===== src/rtl/core/clnws_pkg.sv =====
// ----------------------------------------------------------------------------
// clnws_pkg
// types, codes and helpers of the character lcd nibble write sequencer
// ----------------------------------------------------------------------------
package clnws_pkg;

   // widest column count accepted by position requests
   localparam int COLUMNS = 16;

   // spans in milliseconds
   localparam logic [3:0] SPAN_BYTE_MS  = 4'd1;
   localparam logic [3:0] SPAN_HOME_MS  = 4'd2;
   localparam logic [3:0] SPAN_SYNC_MS  = 4'd5;
   localparam logic [3:0] SPAN_POWER_MS = 4'd15;

   // init sequence steps
   localparam logic [2:0] STEP_NONE  = 3'd0;
   localparam logic [2:0] STEP_SYNC0 = 3'd1;
   localparam logic [2:0] STEP_SYNC1 = 3'd2;
   localparam logic [2:0] STEP_LAST  = 3'd6;

   localparam logic [7:0] CMD_HOME      = 8'h02;
   localparam logic [7:0] CMD_SYNC0     = 8'h33;
   localparam logic [7:0] CMD_SYNC1     = 8'h32;
   localparam logic [7:0] CMD_FUNC_SET  = 8'h2C;
   localparam logic [3:0] CMD_DISP_CTRL = 4'h0;
   localparam logic [7:0] CMD_CLEAR     = 8'h01;
   localparam logic [7:0] CMD_HOME_ADDR = 8'h80;

   typedef enum logic [1:0] {
      MODE_TICK = 2'd0,
      MODE_BYTE = 2'd1,
      MODE_POS  = 2'd2,
      MODE_INIT = 2'd3
   } mode_type;

   typedef enum logic [1:0] {
      ST_NONE    = 2'd0,
      ST_ACCEPT  = 2'd1,
      ST_BUSY    = 2'd2,
      ST_BAD_POS = 2'd3
   } status_type;

   typedef enum logic [1:0] {
      CSR_TICKS_PER_MS = 2'd0,
      CSR_SHOW_CURSOR  = 2'd1,
      CSR_CURSOR_BLINK = 2'd2
   } csr_index_type;

   typedef enum logic [2:0] {
      PH_IDLE      = 3'd0,
      PH_HI_HIGH   = 3'd1,
      PH_HI_LOW    = 3'd2,
      PH_LO_HIGH   = 3'd3,
      PH_TRAIL     = 3'd4,
      PH_INIT_WAIT = 3'd5
   } phase_type;

   typedef struct packed {
      mode_type    mode;
      logic [7:0]  data_byte;
      logic        is_char;
      logic [4:0]  column;
      logic [1:0]  row;
   } req_item_type;

   typedef struct packed {
      logic        pin_rs;
      logic        pin_rw;
      logic        pin_e;
      logic [3:0]  pin_db;
      logic        ready_res;
      status_type  status;
   } rsp_item_type;

   typedef struct packed {
      logic [19:0] ticks_per_ms;
      logic        show_cursor;
      logic        cursor_blink;
   } cfg_type;

   // ticks in a span of ms milliseconds, rate of zero counts as one
   function automatic logic [23:0] ms_span(logic [19:0] tpm, logic [3:0] ms);
      logic [19:0] t;
      t = (tpm == 20'd0) ? 20'd1 : tpm;
      return 24'({4'b0, t} * {20'b0, ms});
   endfunction

   // command byte sent at each init step
   function automatic logic [7:0] init_byte(logic [2:0] step, logic cur_on,
                                            logic cur_blink);
      logic [7:0] b;
      case (step)
         3'd1:    b = CMD_SYNC0;
         3'd2:    b = CMD_SYNC1;
         3'd3:    b = CMD_FUNC_SET;
         3'd4:    b = {CMD_DISP_CTRL, 1'b1, 1'b1, cur_on, cur_blink};
         3'd5:    b = CMD_CLEAR;
         default: b = CMD_HOME_ADDR;
      endcase
      return b;
   endfunction

endpackage


===== src/rtl/core/char_lcd_nibble_write_sequencer_top.sv =====
// ----------------------------------------------------------------------------
// char_lcd_nibble_write_sequencer_top
// 4-bit character lcd write sequencer with tick-based timing
// ----------------------------------------------------------------------------
// Every req beat (tick or request) yields exactly one rsp beat carrying the
// lcd pin levels after that beat, whether the block is idle, and a status.
// The block takes one beat per clock while the result register is free or
// draining: a beat lands in the input register, then updates the sequencer
// state and its result lands in the result register, which drives rsp_valid.
// The per-beat work is one 24-bit tick counter decrement or reload (span =
// ticks_per_ms times 1, 2, 5 or 15) plus the phase machine. Bytes go out high
// nibble first, each nibble with an e pulse of 1 ms high and 1 ms low, the
// low nibble's low time being the trailing wait (1 ms, 2 ms after the home
// command, 5 ms after the two sync bytes). Requests while busy return status
// busy; csr writes are taken at any time and should only be issued while no
// beat is in flight.
module char_lcd_nibble_write_sequencer_top import clnws_pkg::*; (
   input  logic          clock,
   input  logic          reset,
   // request channel
   input  logic          req_valid,
   output logic          req_ready,
   input  req_item_type  req_data,
   // result channel
   output logic          rsp_valid,
   input  logic          rsp_ready,
   output rsp_item_type  rsp_data,
   // configuration write channel
   input  logic          csr_valid,
   output logic          csr_ready,
   input  logic [1:0]    csr_index,
   input  logic [19:0]   csr_data
);

   // configuration registers
   cfg_type      cfg_ff, cfg_in;

   // input register
   logic         s1_valid_ff, s1_valid_in;
   req_item_type s1_item_ff, s1_item_in;

   // result register
   logic         out_valid_ff, out_valid_in;
   rsp_item_type out_item_ff, out_item_in;

   logic         advance;
   rsp_item_type step_result;

   // csr writes never stall; unknown indexes are dropped
   assign csr_ready = 1'b1;

   always_comb begin
      cfg_in = cfg_ff;
      if (csr_valid) begin
         case (csr_index)
            CSR_TICKS_PER_MS: cfg_in.ticks_per_ms = csr_data;
            CSR_SHOW_CURSOR:  cfg_in.show_cursor  = csr_data[0];
            CSR_CURSOR_BLINK: cfg_in.cursor_blink = csr_data[0];
            default:          ;
         endcase
      end
   end

   // the held beat moves on when the result register is free or draining
   assign advance   = s1_valid_ff && (!out_valid_ff || rsp_ready);
   assign req_ready = !s1_valid_ff || advance;

   always_comb begin
      s1_valid_in = s1_valid_ff;
      s1_item_in  = s1_item_ff;
      if (req_valid && req_ready) begin
         s1_valid_in = 1'b1;
         s1_item_in  = req_data;
      end else if (advance) begin
         s1_valid_in = 1'b0;
      end
   end

   // state update and result for the held beat
   clnws_seq u_seq (
      .clock  (clock),
      .reset  (reset),
      .fire   (advance),
      .item   (s1_item_ff),
      .cfg    (cfg_ff),
      .result (step_result)
   );

   always_comb begin
      out_valid_in = out_valid_ff;
      out_item_in  = out_item_ff;
      if (advance) begin
         out_valid_in = 1'b1;
         out_item_in  = step_result;
      end else if (rsp_ready) begin
         out_valid_in = 1'b0;
      end
   end

   assign rsp_valid = out_valid_ff;
   assign rsp_data  = out_item_ff;

   always_ff @(posedge clock) begin
      if (reset) begin
         cfg_ff.ticks_per_ms <= 20'd50000;
         cfg_ff.show_cursor  <= 1'b0;
         cfg_ff.cursor_blink <= 1'b0;
         s1_valid_ff         <= 1'b0;
         out_valid_ff        <= 1'b0;
      end else begin
         cfg_ff       <= cfg_in;
         s1_valid_ff  <= s1_valid_in;
         out_valid_ff <= out_valid_in;
      end
   end

   // payload registers need no reset
   always_ff @(posedge clock) begin
      s1_item_ff  <= s1_item_in;
      out_item_ff <= out_item_in;
   end

endmodule


===== src/rtl/core/clnws_seq.sv =====
// ----------------------------------------------------------------------------
// clnws_seq
// nibble sequencer state: timing counter, phase machine and pin levels
// ----------------------------------------------------------------------------
module clnws_seq import clnws_pkg::*; (
   input  logic         clock,
   input  logic         reset,
   input  logic         fire,
   input  req_item_type item,
   input  cfg_type      cfg,
   output rsp_item_type result
);

   phase_type   phase_ff, phase_in;
   logic [23:0] wait_ff, wait_in;
   logic [7:0]  byte_ff, byte_in;
   logic        rs_ff, rs_in;
   logic [2:0]  step_ff, step_in;
   logic [1:0]  trail_ff, trail_in;
   logic        pin_rs_ff, pin_rs_in;
   logic        pin_e_ff, pin_e_in;
   logic [3:0]  pin_db_ff, pin_db_in;

   logic [23:0] span_byte, span_trail, span_sync, span_power;
   logic        pos_ok;
   logic [7:0]  pos_byte;
   status_type  status;

   assign span_byte  = ms_span(cfg.ticks_per_ms, SPAN_BYTE_MS);
   assign span_trail = ms_span(cfg.ticks_per_ms, {2'b0, trail_ff});
   assign span_sync  = ms_span(cfg.ticks_per_ms, SPAN_SYNC_MS);
   assign span_power = ms_span(cfg.ticks_per_ms, SPAN_POWER_MS);

   // row 1 adds 0x40 to the column
   assign pos_ok   = (item.row <= 2'd1) && ({1'b0, item.column} < 6'(COLUMNS));
   assign pos_byte = {1'b1, item.row[0], 1'b0, item.column};

   // next state
   always_comb begin
      logic       start_go;
      logic [7:0] start_b;
      logic       start_rs;
      phase_in  = phase_ff;
      wait_in   = wait_ff;
      byte_in   = byte_ff;
      rs_in     = rs_ff;
      step_in   = step_ff;
      trail_in  = trail_ff;
      pin_rs_in = pin_rs_ff;
      pin_e_in  = pin_e_ff;
      pin_db_in = pin_db_ff;
      start_go  = 1'b0;
      start_b   = byte_ff;
      start_rs  = 1'b0;
      if (fire) begin
         if (item.mode == MODE_TICK) begin
            if (phase_ff != PH_IDLE) begin
               if (wait_ff > 24'd1) begin
                  wait_in = wait_ff - 24'd1;
               end else begin
                  case (phase_ff)
                     PH_HI_HIGH: begin
                        pin_e_in = 1'b0;
                        phase_in = PH_HI_LOW;
                        wait_in  = span_byte;
                     end
                     PH_HI_LOW: begin
                        pin_e_in  = 1'b1;
                        pin_db_in = byte_ff[3:0];
                        phase_in  = PH_LO_HIGH;
                        wait_in   = span_byte;
                     end
                     PH_LO_HIGH: begin
                        pin_e_in = 1'b0;
                        phase_in = PH_TRAIL;
                        if (step_ff inside {STEP_SYNC0, STEP_SYNC1}) begin
                           wait_in = span_sync;
                        end else begin
                           wait_in = span_trail;
                        end
                     end
                     PH_TRAIL: begin
                        if (step_ff inside {[STEP_SYNC0 : STEP_LAST - 3'd1]}) begin
                           step_in  = step_ff + 3'd1;
                           start_go = 1'b1;
                           start_b  = init_byte(step_ff + 3'd1, cfg.show_cursor,
                                                cfg.cursor_blink);
                        end else begin
                           step_in  = STEP_NONE;
                           phase_in = PH_IDLE;
                           wait_in  = 24'd0;
                        end
                     end
                     PH_INIT_WAIT: begin
                        start_go = 1'b1;
                        start_b  = init_byte(step_ff, cfg.show_cursor, cfg.cursor_blink);
                     end
                     default: begin
                        phase_in = PH_IDLE;
                        step_in  = STEP_NONE;
                        wait_in  = 24'd0;
                     end
                  endcase
               end
            end
         end else if (phase_ff == PH_IDLE) begin
            case (item.mode)
               MODE_BYTE: begin
                  start_go = 1'b1;
                  start_b  = item.data_byte;
                  start_rs = item.is_char;
               end
               MODE_POS: begin
                  start_go = pos_ok;
                  start_b  = pos_byte;
               end
               MODE_INIT: begin
                  step_in  = STEP_SYNC0;
                  phase_in = PH_INIT_WAIT;
                  wait_in  = span_power;
               end
               default: ;
            endcase
         end
      end
      if (start_go) begin
         byte_in   = start_b;
         rs_in     = start_rs;
         trail_in  = (!start_rs && start_b == CMD_HOME) ? 2'd2 : 2'd1;
         pin_rs_in = start_rs;
         pin_e_in  = 1'b1;
         pin_db_in = start_b[7:4];
         phase_in  = PH_HI_HIGH;
         wait_in   = span_byte;
      end
   end

   // outputs
   always_comb begin
      if (item.mode == MODE_TICK) begin
         status = ST_NONE;
      end else if (phase_ff != PH_IDLE) begin
         status = ST_BUSY;
      end else if (item.mode == MODE_POS && !pos_ok) begin
         status = ST_BAD_POS;
      end else begin
         status = ST_ACCEPT;
      end
      result.pin_rs    = pin_rs_in;
      result.pin_rw    = 1'b0;
      result.pin_e     = pin_e_in;
      result.pin_db    = pin_db_in;
      result.ready_res = (phase_in == PH_IDLE);
      result.status    = status;
   end

   always_ff @(posedge clock) begin
      if (reset) begin
         phase_ff  <= PH_IDLE;
         wait_ff   <= 24'd0;
         byte_ff   <= 8'd0;
         rs_ff     <= 1'b0;
         step_ff   <= STEP_NONE;
         trail_ff  <= 2'd1;
         pin_rs_ff <= 1'b0;
         pin_e_ff  <= 1'b0;
         pin_db_ff <= 4'd0;
      end else begin
         phase_ff  <= phase_in;
         wait_ff   <= wait_in;
         byte_ff   <= byte_in;
         rs_ff     <= rs_in;
         step_ff   <= step_in;
         trail_ff  <= trail_in;
         pin_rs_ff <= pin_rs_in;
         pin_e_ff  <= pin_e_in;
         pin_db_ff <= pin_db_in;
      end
   end

endmodule


===== config.mk =====
export PLATFORM = sky130hd
export DESIGN_NAME = char_lcd_nibble_write_sequencer_top
export DESIGN_NICKNAME = d
export VERILOG_FILES = /design/src/rtl/core/clnws_pkg.sv /design/src/rtl/core/char_lcd_nibble_write_sequencer_top.sv /design/src/rtl/core/clnws_seq.sv
export SDC_FILE = /design/constraint.sdc
export NUM_CORES = 1
export LEC_CHECK = 0
export ABC_AREA = 1
export BUFFER_PORTS_ARGS = -buffer_cell sky130_fd_sc_hd__buf_2
export CAP_MARGIN = 25
export CORE_ASPECT_RATIO = 1.4
export CORE_MARGIN = 5
export CORE_UTILIZATION = 60
export DETAILED_ROUTE_END_ITERATION = 7
export MAX_ROUTING_LAYER = met4
export PLACE_DENSITY = 0.83
export SLEW_MARGIN = 10
export SYNTH_ARGS = -nofsm -noshare
export SYNTH_HDL_FRONTEND = slang
export SYNTH_SLANG_ARGS = --single-unit

===== constraint.sdc =====
create_clock -name clock -period 4.64 [get_ports clock]
set_input_delay 0.928 -clock clock [delete_from_list [all_inputs] [get_ports clock]]
set_output_delay 0.928 -clock clock [all_outputs]
set_load 0.01 [all_outputs]

==> metrics.txt <==
# TYPE chip_impl_metric gauge
chip_impl_metric{name="drc",unit=""} 0
chip_impl_metric{name="buffering_stage_count_on_the_worst_path_with_inverters_included",unit=""} 3
chip_impl_metric{name="first_pass_iters",unit=""} 7
chip_impl_metric{name="fp.coreArea",unit="sq um"} 18100
chip_impl_metric{name="diodes",unit=""} 0
chip_impl_metric{name="int_power",unit="uW"} 1890
chip_impl_metric{name="track_usage",unit=""} 0.361
chip_impl_metric{name="final_util",unit=""} 0.661
chip_impl_metric{name="post_synth.cell_area_avg",unit="sq um"} 6.40
chip_impl_metric{name="routed-via-count",unit=""} 11800
chip_impl_metric{name="synth_edf_count",unit=""} 27
chip_impl_info{name="nature_of_the_critical_path_endpoint",value="register"} 1
chip_impl_metric{name="maximum_level_of_the_cts_h_tree",unit=""} 3
chip_impl_metric{name="critical-path-max-stage-delay",unit="ps"} 510
chip_impl_metric{name="final_area",unit="sq um"} 12000
chip_impl_info{name="worst_hold_path_type",value="register to register"} 1
chip_impl_metric{name="place_worst_setup_slack",unit="ps"} 13.7
chip_impl_metric{name="ys_seq_elements",unit=""} 97
chip_impl_info{name="worst_setup_path_start_kind",value="register"} 1
chip_impl_metric{name="power.sequential.fraction",unit=""} 0.273
chip_impl_metric{name="syn-instance-count",unit=""} 1734
chip_impl_metric{name="setup-violations-final",unit=""} 0
chip_impl_metric{name="pwr_density_cell",unit="nW/um^2"} 295
chip_impl_metric{name="num-nets-final",unit=""} 1956
chip_impl_metric{name="clock_insertion_delay_worst_skew",unit="ps"} 360
chip_impl_metric{name="timing.final.crit_period",unit="ps"} 4330
chip_impl_metric{name="clockPowerShare",unit=""} 0.218
chip_impl_metric{name="cts_inserted_buffers",unit=""} 9
chip_impl_metric{name="tightest_slew",unit="ps"} 1080
chip_impl_metric{name="seq_area_frac_synth",unit=""} 0.199
chip_impl_metric{name="wirelength",unit="um"} 37800
chip_impl_metric{name="final.setup.worst_slack",unit="ps"} 314
chip_impl_metric{name="asyncSetResetFlopFracSynth",unit=""} 0
chip_impl_metric{name="timing.fmax",unit="MHz"} 231
chip_impl_info{name="most_common_cell_after_layout_fill_and_taps_aside",value="nand2_1"} 1
chip_impl_metric{name="first_global_vias",unit=""} 11400
chip_impl_metric{name="grt_start_max_net_pins",unit=""} 38
chip_impl_info{name="final_cell_mix",value="453 x nand2_1, 276 x inv_1, 137 x a21oi_1, 134 x nor2_1, 118 x nand3_1"} 1
chip_impl_metric{name="grt_remaining_overflow",unit=""} 0
chip_impl_metric{name="vias_per_cell",unit=""} 5.85
chip_impl_metric{name="io_buffer_count",unit=""} 55
chip_impl_metric{name="drt_iter0_drc",unit=""} 1064
chip_impl_metric{name="grt_antenna_before_repair",unit=""} 0
chip_impl_metric{name="place.gp.congestion",unit=""} 1.03
chip_impl_metric{name="clock_tree.buffer_depth",unit=""} 2
chip_impl_info{name="critPathTopFamily",value="adder cells"} 1
chip_impl_metric{name="wl_per_cell",unit="um"} 18.7
chip_impl_metric{name="worst_ir_drop_vdd",unit="uV"} 323
chip_impl_metric{name="syn-cell-area",unit="sq um"} 11100
chip_impl_info{name="critical_path.slowest_cell",value="fa_1"} 1
chip_impl_metric{name="timing.max_slew.rel_slack",unit=""} 0.280
chip_impl_metric{name="floorplan.rows",unit=""} 58
chip_impl_metric{name="yosys_warnings",unit=""} 0
chip_impl_metric{name="layout-drive-gt1-share",unit=""} 0.0938
chip_impl_metric{name="drv.max_cap_violation_count",unit=""} 0
chip_impl_metric{name="final-max-slew-violation-count",unit=""} 0
chip_impl_info{name="tritoncts",value="built"} 1
chip_impl_metric{name="crit_arrival",unit="ps"} 4610
chip_impl_info{name="path_cells",value="inv_1, ha_1, nand2_1, nor3_1, nand2_1, nor3b_4, nor2_1, inv_2, fa_1, fa_1, inv_1, ha_1, a21oi_1, o21ai_0, a221oi_1, nand3_1, a21oi_1, o21ai_0, a21oi_1"} 1
chip_impl_metric{name="final_antenna_net_count",unit=""} 0
chip_impl_info{name="crit_top_cell",value="a21oi_1"} 1
chip_impl_metric{name="ios",unit=""} 58
chip_impl_metric{name="syn_nets",unit=""} 1915
chip_impl_metric{name="power.switching_fraction",unit=""} 0.463
chip_impl_metric{name="die_height",unit="um"} 171
chip_impl_metric{name="design.die.area",unit="sq um"} 21300
chip_impl_metric{name="cts.reportedPaths.clkPinSlew",unit="ps"} 80
chip_impl_metric{name="layout.cells.non_filler",unit=""} 2020
chip_impl_metric{name="multi_input_area",unit="sq um"} 7550
chip_impl_metric{name="starting_density",unit=""} 0.614
chip_impl_metric{name="cp_max_fo",unit=""} 7
chip_impl_metric{name="grt_pass1_wl",unit="um"} 59200
chip_impl_metric{name="worstHoldPathCells",unit=""} 2
chip_impl_info{name="timing.setup.critical_path_class",value="register to register"} 1
chip_impl_metric{name="p_switching",unit="uW"} 1630
chip_impl_metric{name="worst-path-stages",unit=""} 19
chip_impl_metric{name="final.setup.tns",unit="ps"} 0
chip_impl_metric{name="die_width",unit="um"} 125
chip_impl_metric{name="fin_worst_skew",unit="ps"} 13.2
chip_impl_metric{name="placedCellCount",unit=""} 2004
chip_impl_metric{name="num-fill-cells",unit=""} 1651
chip_impl_info{name="outcome",value="complete, no violations"} 1
chip_impl_metric{name="netlist-cell-type-count",unit=""} 58
chip_impl_metric{name="required_worst_endpoint",unit="ps"} 4930
chip_impl_metric{name="area_taken_by_flip_flops_and_latches",unit="sq um"} 2210
chip_impl_metric{name="final_min_period_over_clock_period",unit=""} 0.932
chip_impl_metric{name="reg2regPathDepth",unit=""} 19
chip_impl_info{name="synth-main-ff-cell",value="dfxtp_1"} 1
chip_impl_metric{name="detailed_place_hpwl",unit="um"} 30000
chip_impl_metric{name="clkSinkCount",unit=""} 97
chip_impl_metric{name="placed_cell_area",unit="sq um"} 11600
chip_impl_metric{name="power_frac_comb",unit=""} 0.509
chip_impl_metric{name="r2r_setup_slack",unit="ps"} 310
chip_impl_metric{name="p_leak",unit="uW"} 0.00635
chip_impl_metric{name="final-hold-violation-count",unit=""} 0
chip_impl_info{name="clock_tree_root",value="clkbuf_16"} 1
chip_impl_metric{name="area_growth",unit="%"} 7.76
[repair_timing]
action | in CTS | in global routing
resized for setup | 0 | 7
hold buffers | 0 | 0
setup endpoints to repair | 0 | 15
setup buffers | 0 | 0
[tightest hold or removal path, cell delays in order (launching register included)]
cell      delay [ps]
dfxtp_1          300
inv_1             60
a211oi_1          70
[power groups by stage]
| stage | sequential, uW | clock [uW] | combinational, uW |
|---|---|---|---|
| 6_report | 963 | 769 | 1790 |
| 5_1_grt | 967 | 812 | 1970 |
| 4_1_cts | 960 | 771 | 1740 |
| 3_5_place_dp | 979 | 0 | 1730 |
| 3_3_place_gp | 978 | 0 | 1720 |
| 2_1_floorplan | 974 | 0 | 1250 |
[layout make-up]
class / instances / area share
Clock inverter: 6 / 0.00482
Timing Repair Buffer: 84 / 0.0412
Inverter: 292 / 0.0920
Sequential cell: 97 / 0.185
Tap cell: 240 / 0.0251
Multi-Input combinational cell: 1291 / 0.632
Clock buffer: 10 / 0.0200
[stage by stage]
stage / power [uW] / hold WS, ps
5_1_grt: 3750 / 512
3_3_place_gp: 2690 / 449
3_5_place_dp: 2710 / 449
6_report: 3520 / 467
2_1_floorplan: 2220 / 437
4_1_cts: 3470 / 465
[state kept, by name, summed over array words and instances, names as in the netlist]
name	count
u_seq.byte_ff	8
u_seq.pin_rs_ff	1
u_seq.step_ff	3
s1_valid_ff	1
s1_item_ff	18
rsp_data	9
u_seq.trail_ff	2
cfg_ff	22
u_seq.pin_e_ff	1
u_seq.wait_ff	24
u_seq.pin_db_ff	4
rsp_valid	1
u_seq.phase_ff	3
[cell usage after synthesis, drive strengths merged, types with 4 or more instances]
| cell type | count | area [sq um] |
|---|---|---|
| a211oi | 4 | 30.0 |
| a21o | 5 | 37.5 |
| a21oi | 142 | 729 |
| a31oi | 12 | 75.1 |
| buf | 16 | 108 |
| clkbuf | 38 | 143 |
| clkinv | 7 | 27.5 |
| dfxtp | 70 | 1400 |
| edfxtp | 27 | 811 |
| fa | 38 | 761 |
| ha | 98 | 1230 |
| inv | 285 | 1070 |
| nand2 | 464 | 1780 |
| nand3 | 120 | 626 |
| nand3b | 5 | 37.5 |
| nand4 | 14 | 87.6 |
| nor2 | 149 | 619 |
| nor3 | 25 | 146 |
| nor4 | 7 | 50.1 |
| o211ai | 20 | 150 |
| o21ai | 119 | 614 |
| o221ai | 8 | 101 |
| o22ai | 14 | 93.8 |
| or2 | 6 | 37.5 |
| xnor2 | 5 | 43.8 |
| xor2 | 13 | 114 |
[layer usage]
layer / vias up / GRT usage / part of all wire
met5: - / - / 0
met4: 0 / 0.273 / 0.090
met3: 200 / 0.0440 / 0.069
met2: 548 / 0.623 / 0.49
met1: 5341 / 0.378 / 0.35
li1: 5718 / - / -
[worst paths after layout]
kind / start / endpoint
hold reg to reg: u_seq.pin_rs_ff$_SDFF_PP0_ / u_seq.pin_rs_ff$_SDFF_PP0_
setup / recovery: cfg_ff[18]$_SDFFE_PP0P_ / u_seq.wait_ff[23]$_SDFFE_PP0P_
setup reg to reg: cfg_ff[18]$_SDFFE_PP0P_ / u_seq.wait_ff[23]$_SDFFE_PP0P_
hold / removal: u_seq.pin_rs_ff$_SDFF_PP0_ / u_seq.pin_rs_ff$_SDFF_PP0_
[cells by family (layout without fill, tap and decap cells)]
family,count (synthesis),in the layout,synth area share
flops,97,97,0.199
other cells,2,2,0.000677
buf+inv,346,392,0.122
compound gates,340,340,0.177
simple gates,795,795,0.308
fa+ha+maj,136,136,0.179
xor+xnor,18,18,0.0142
Power figures use the tool's default switching activity.
